===== src/hw/rtl/pcts_pkg.sv =====
// Package for the prefix code tree store: field widths, status and op codes,
// controller state encoding and the command/status bundles.
// No dependencies.
package pcts_pkg;

	// Default node table depth
	localparam int PCTS_TREE_NODES = 512;

	// Longest code walked; longer lengths are clamped to this
	localparam int MAX_CODE_LEN = 16;

	// Fixed field widths
	localparam int CODE_W = 16;
	localparam int LEN_W  = 5;
	localparam int PAY_W  = 32;
	localparam int ST_W   = 2;

	// Operation codes
	localparam logic OP_INSERT = 1'b0;
	localparam logic OP_LOOKUP = 1'b1;

	// Result status codes
	localparam logic [ST_W-1:0] ST_OK        = 2'd0;
	localparam logic [ST_W-1:0] ST_NOT_FOUND = 2'd1;
	localparam logic [ST_W-1:0] ST_FULL      = 2'd2;

	// Controller states, one-hot
	typedef enum logic [2:0] {
		S_IDLE = 3'b001,
		S_WALK = 3'b010,
		S_FIN  = 3'b100
	} ctrl_state_t;

	// Controller to datapath
	typedef struct packed {
		logic load;    // capture an input beat, start at the root
		logic step;    // walk one code bit
		logic finish;  // store/fetch at the final node, load the result register
	} dp_cmd_t;

	// Datapath to controller
	typedef struct packed {
		logic len_zero;   // incoming code addresses the root
		logic advance;    // this step moves to a child (existing or new)
		logic last_step;  // one code bit left
	} dp_stat_t;

endpackage


===== src/hw/rtl/pcts_ctrl.sv =====
// Controller for the prefix code tree store: sequences load, walk and finish.
// Depends on pcts_pkg.
module pcts_ctrl import pcts_pkg::*; (
	input  logic     clk,
	input  logic     arst_n,
	input  logic     in_valid,
	output logic     in_ready,
	output logic     out_valid,
	input  logic     out_ready,
	input  dp_stat_t stat,
	output dp_cmd_t  cmd
);

	ctrl_state_t state_q, state_d;
	logic        out_valid_q;
	logic        fin_go;

	// Result register free, or being drained this cycle
	assign fin_go = (state_q == S_FIN) && (!out_valid_q || out_ready);

	// Next state and commands
	always_comb begin
		state_d    = state_q;
		cmd.load   = 1'b0;
		cmd.step   = 1'b0;
		cmd.finish = 1'b0;
		unique case (state_q)
			S_IDLE: begin
				if (in_valid) begin
					cmd.load = 1'b1;
					state_d  = stat.len_zero ? S_FIN : S_WALK;
				end
			end
			S_WALK: begin
				cmd.step = 1'b1;
				if (!stat.advance || stat.last_step) begin
					state_d = S_FIN;
				end
			end
			S_FIN: begin
				if (fin_go) begin
					cmd.finish = 1'b1;
					state_d    = S_IDLE;
				end
			end
			default: begin
				state_d = S_IDLE;
			end
		endcase
	end

	// State and result-valid flag
	always_ff @(posedge clk or negedge arst_n) begin
		if (!arst_n) begin
			state_q     <= S_IDLE;
			out_valid_q <= 1'b0;
		end else begin
			state_q <= state_d;
			if (fin_go) begin
				out_valid_q <= 1'b1;
			end else if (out_ready) begin
				out_valid_q <= 1'b0;
			end
		end
	end

	assign in_ready  = (state_q == S_IDLE);
	assign out_valid = out_valid_q;

endmodule


===== config.mk =====
export PLATFORM = sky130hd
export DESIGN_NAME = pcts_ctrl
export DESIGN_NICKNAME = d
export VERILOG_FILES = /design/src/hw/rtl/pcts_pkg.sv /design/src/hw/rtl/pcts_ctrl.sv
export SDC_FILE = /design/constraint.sdc
export NUM_CORES = 1
export LEC_CHECK = 0
export BUFFER_PORTS_ARGS = -buffer_cell sky130_fd_sc_hd__buf_2
export CAP_MARGIN = 0
export CORE_AREA = 2 2 39 41
export CTS_BUF_LIST = sky130_fd_sc_hd__clkbuf_4 sky130_fd_sc_hd__clkbuf_8
export CTS_CLUSTER_SIZE = 25
export DETAILED_ROUTE_END_ITERATION = 10
export DIE_AREA = 0 0 41 43
export MAX_ROUTING_LAYER = met4
export PLACE_DENSITY = 0.4
export SLEW_MARGIN = 20
export SYNTH_ARGS = -nofsm -noshare
export SYNTH_HDL_FRONTEND = slang
export SYNTH_SLANG_ARGS = --single-unit

===== constraint.sdc =====
create_clock -name clk -period 1.1 [get_ports clk]
set_clock_uncertainty 0.05 [all_clocks]
set_input_delay 0.055 -clock clk [delete_from_list [all_inputs] [get_ports clk]]
set_output_delay 0.055 -clock clk [all_outputs]
set_load 0.02 [all_outputs]

==> impl_metrics.env <==
export IMPL_status="finished with violations"
export IMPL_violations="setup timing"
export IMPL_grt_pass1_wl_um=931
export IMPL_cp_num_buf_inv=2
export IMPL_crit_arrival_ns=1.28
export IMPL_start_kind="register"
export IMPL_cp_slowest_cell="dfstp_2"
export IMPL_grt_ovfl_total=0
export IMPL_ys_warn_count=0
export IMPL_synthAdderAreaFrac_pct=0
export IMPL_totalWireLength_um=542
export IMPL_postLayoutCellArea_um2=445
export IMPL_wl_per_cell_um=8.74
export IMPL_vias_per_cell=3.90
export IMPL_port_buffers=11
export IMPL_grt_start_max_net_pins=7
export IMPL_io_pins=12
export IMPL_num_nets_final=54
export IMPL_crit_fanout=4
export IMPL_cts_tree="done"
export IMPL_p_leak_nw=0.225
export IMPL_htree_num_levels=1
export IMPL_maxCapViolations=0
export IMPL_setup_violations=7
export IMPL_synth_top_area_share_pct=32.3
export IMPL_synth_top_family_by_area="simple AND/OR/NAND/NOR gates"
export IMPL_clk_pin_slew_ns=0.03
export IMPL_fmax_mhz=720
export IMPL_crit_required_ns=1.00
export IMPL_drive_gt1_share_pct=63.0
export IMPL_cts_sinks=4
export IMPL_worst_pin_slew_ns=0.222
export IMPL_cts_buffers=3
export IMPL_drv_slew=0
export IMPL_placementRows=14
export IMPL_diodes=0
export IMPL_peakVddDrop_mv=0.558
export IMPL_min_period_ns=1.39
export IMPL_crit_type="register to output pin"
export IMPL_dpl_cell_area_um2=335
export IMPL_initial_core_util_pct=16.8
export IMPL_grt_pass1_vias=239
export IMPL_fp_coreArea_um2=1380
export IMPL_setup_slack_ns=-0.290
export IMPL_grt_use_total_pct=8.39
export IMPL_netlist_instances=24
export IMPL_area_growth_pct=91.4
export IMPL_antenna_found_initial=0
export IMPL_muxShareOfSynthArea_pct=0
export IMPL_hold_viol_final=0
export IMPL_synth_fp_nets=31
export IMPL_cp_top_family="flip-flops"
export IMPL_root_buffer="clkbuf_4"
export IMPL_drc=0
export IMPL_ant_nets=0
export IMPL_clockBufferDepth=2
export IMPL_vias=242
export IMPL_post_route_period_util_pct=126
export IMPL_yosysTopAreaCell="dfrtp_1"
export IMPL_die_height_um=43
export IMPL_drt_iter0_drc=1
export IMPL_end_kind="output pin"
export IMPL_fin_setup_tns_ns=-1.24
export IMPL_path_cells="nand2b_1 -> buf_4 -> nor2_1 -> buf_2"
export IMPL_die_area_um2=1760
export IMPL_synth_compound_area_share_pct=13.4
export IMPL_synth_seq_cells=4
export IMPL_die_w_um=41
export IMPL_insertion_delay_ns=0.24
export IMPL_relSlewSlack_pct=85.1
export IMPL_yosysSeqAreaShare_pct=43.5
export IMPL_max_stage_delay_ns=0.55
export IMPL_synthTopCellsByArea="dfrtp_1, dfstp_2, nand3b_4, nor2_1, nand2b_1"
export IMPL_place_hpwl_um=415
export IMPL_synthXorXnorAreaFrac_pct=0
export IMPL_synthSimpleGateAreaFrac_pct=36.6
export IMPL_ys_types=16
export IMPL_p_per_area_nw_per_um2=1720
export IMPL_globalplace_congestion=0.704
export IMPL_worstHoldPathType="primary input to register"
export IMPL_drtPass1Iterations=2
export IMPL_rsz0062_at_grt="true"
export IMPL_syn_area_um2=233
export IMPL_synth_area_per_cell_um2=9.70
-- stage by stage --
step	util [%]	total power, mW	hold slack [ns]	setup slack, ns	cells
floorplan	-	0.354	-0.291	-0.0683	24
global placement	24.2	0.447	-0.185	-0.103	54
detailed placement	24.2	0.448	-0.186	-0.104	54
CTS	30.6	0.749	0.0712	-0.291	61
global route	32.2	0.821	0.0924	-0.342	62
finish	32.2	0.766	0.0793	-0.290	62
-- report_power, final --
part	switching [mW]	internal, mW	total (mW)	leakage (nW)
Clock	0.0640	0.161	0.225	0.0184
Combinational	0.151	0.183	0.334	0.156
Sequential	0.0226	0.184	0.207	0.0509
Total	0.238	0.528	0.766	0.225
-- area by class of cell --
cell class                 instances  area [um^2]
tap                               16         20.0
timing repair buffer              19          144
inverter                           2         7.51
sequential                         4          101
clock buffer                       4         30.0
multi-input combinational         17          143
fill                             156          938
-- flip-flops by register name, summed over array words and instances, names as in the netlist --
signal and flops:
out_valid 1, state_q 3
-- cells by family (layout without fill, tap and decap cells) --
logic type / after synthesis / in the layout
and+or+nand+nor: 13 / 13
DFF: 4 / 4
buffers and inverters: 3 / 25
AOI/OAI and AO/OA: 4 / 4
-- worst paths after layout --
| path | start | end | slack (ns) | depth (start not counted) |
|---|---|---|---|---|
| hold reg to reg | out_valid | out_valid | 0.50 | 2 |
| setup / recovery | state_q[0] | cmd[1] | -0.29 | 4 |
| max in group asynchronous | arst_n | state_q[0] | 0.69 | 2 |
| hold / removal | stat[2] | state_q[1] | 0.08 | 3 |
| min in group asynchronous | arst_n | state_q[2] | 0.09 | 2 |
| setup reg to reg | state_q[1] | state_q[1] | -0.15 | 6 |
-- metal layers --
layer	global-route usage, %	wire length [um]	vias to the layer above
li1	-	-	126
met1	11.1	237	107
met2	10.0	247	9
met3	3.14	57	0
met4	6.00	0	0
met5	-	0	-
-- repair_timing --
action                                  in CTS  in global routing
pin swaps                                    5                  4
hold buffers                                 1                  0
endpoints found under the setup margin       7                  8
gates cloned                                 0                  0
setup buffers                                2                  1
resized for setup                           10                  3
hold endpoints to repair                     4                  0
-- cells in the final DEF (no fill, tap or decap) --
master	netlist	final
buf_2	0	8
buf_4	1	5
buf_6	0	5
clkbuf_4	0	4
nor2_1	5	3
dfrtp_1	3	3
nand2b_1	2	2
inv_1	2	2
nor3b_2	0	1
or3b_4	1	1
nor2b_1	1	1
nand3b_4	1	1
nor2_4	0	1
nand2_1	1	1
o21a_1	1	1
nor3_1	1	1
o32ai_1	1	1
nor2_2	0	1
a21oi_4	0	1
o32a_1	1	1
dlygate4sd3_1	0	1
dfstp_2	1	1
-- cells in the mapped netlist --
cell / count
nand3b_4: 1
dfstp_2: 1
o32ai_1: 1
buf_4: 1
inv_1: 2
o21a_1: 1
nand2_1: 1
o32a_1: 1
nand2b_1: 2
nor2b_1: 1
nor3_1: 1
dfrtp_1: 3
a21oi_1: 1
nor2_1: 5
nor3b_1: 1
or3b_4: 1
-- worst min-delay path: stages --
cell and delay, ns:
buf_2 0.09, o32a_1 0.14, nor2_1 0.04
(Power assumes the default switching activity.)
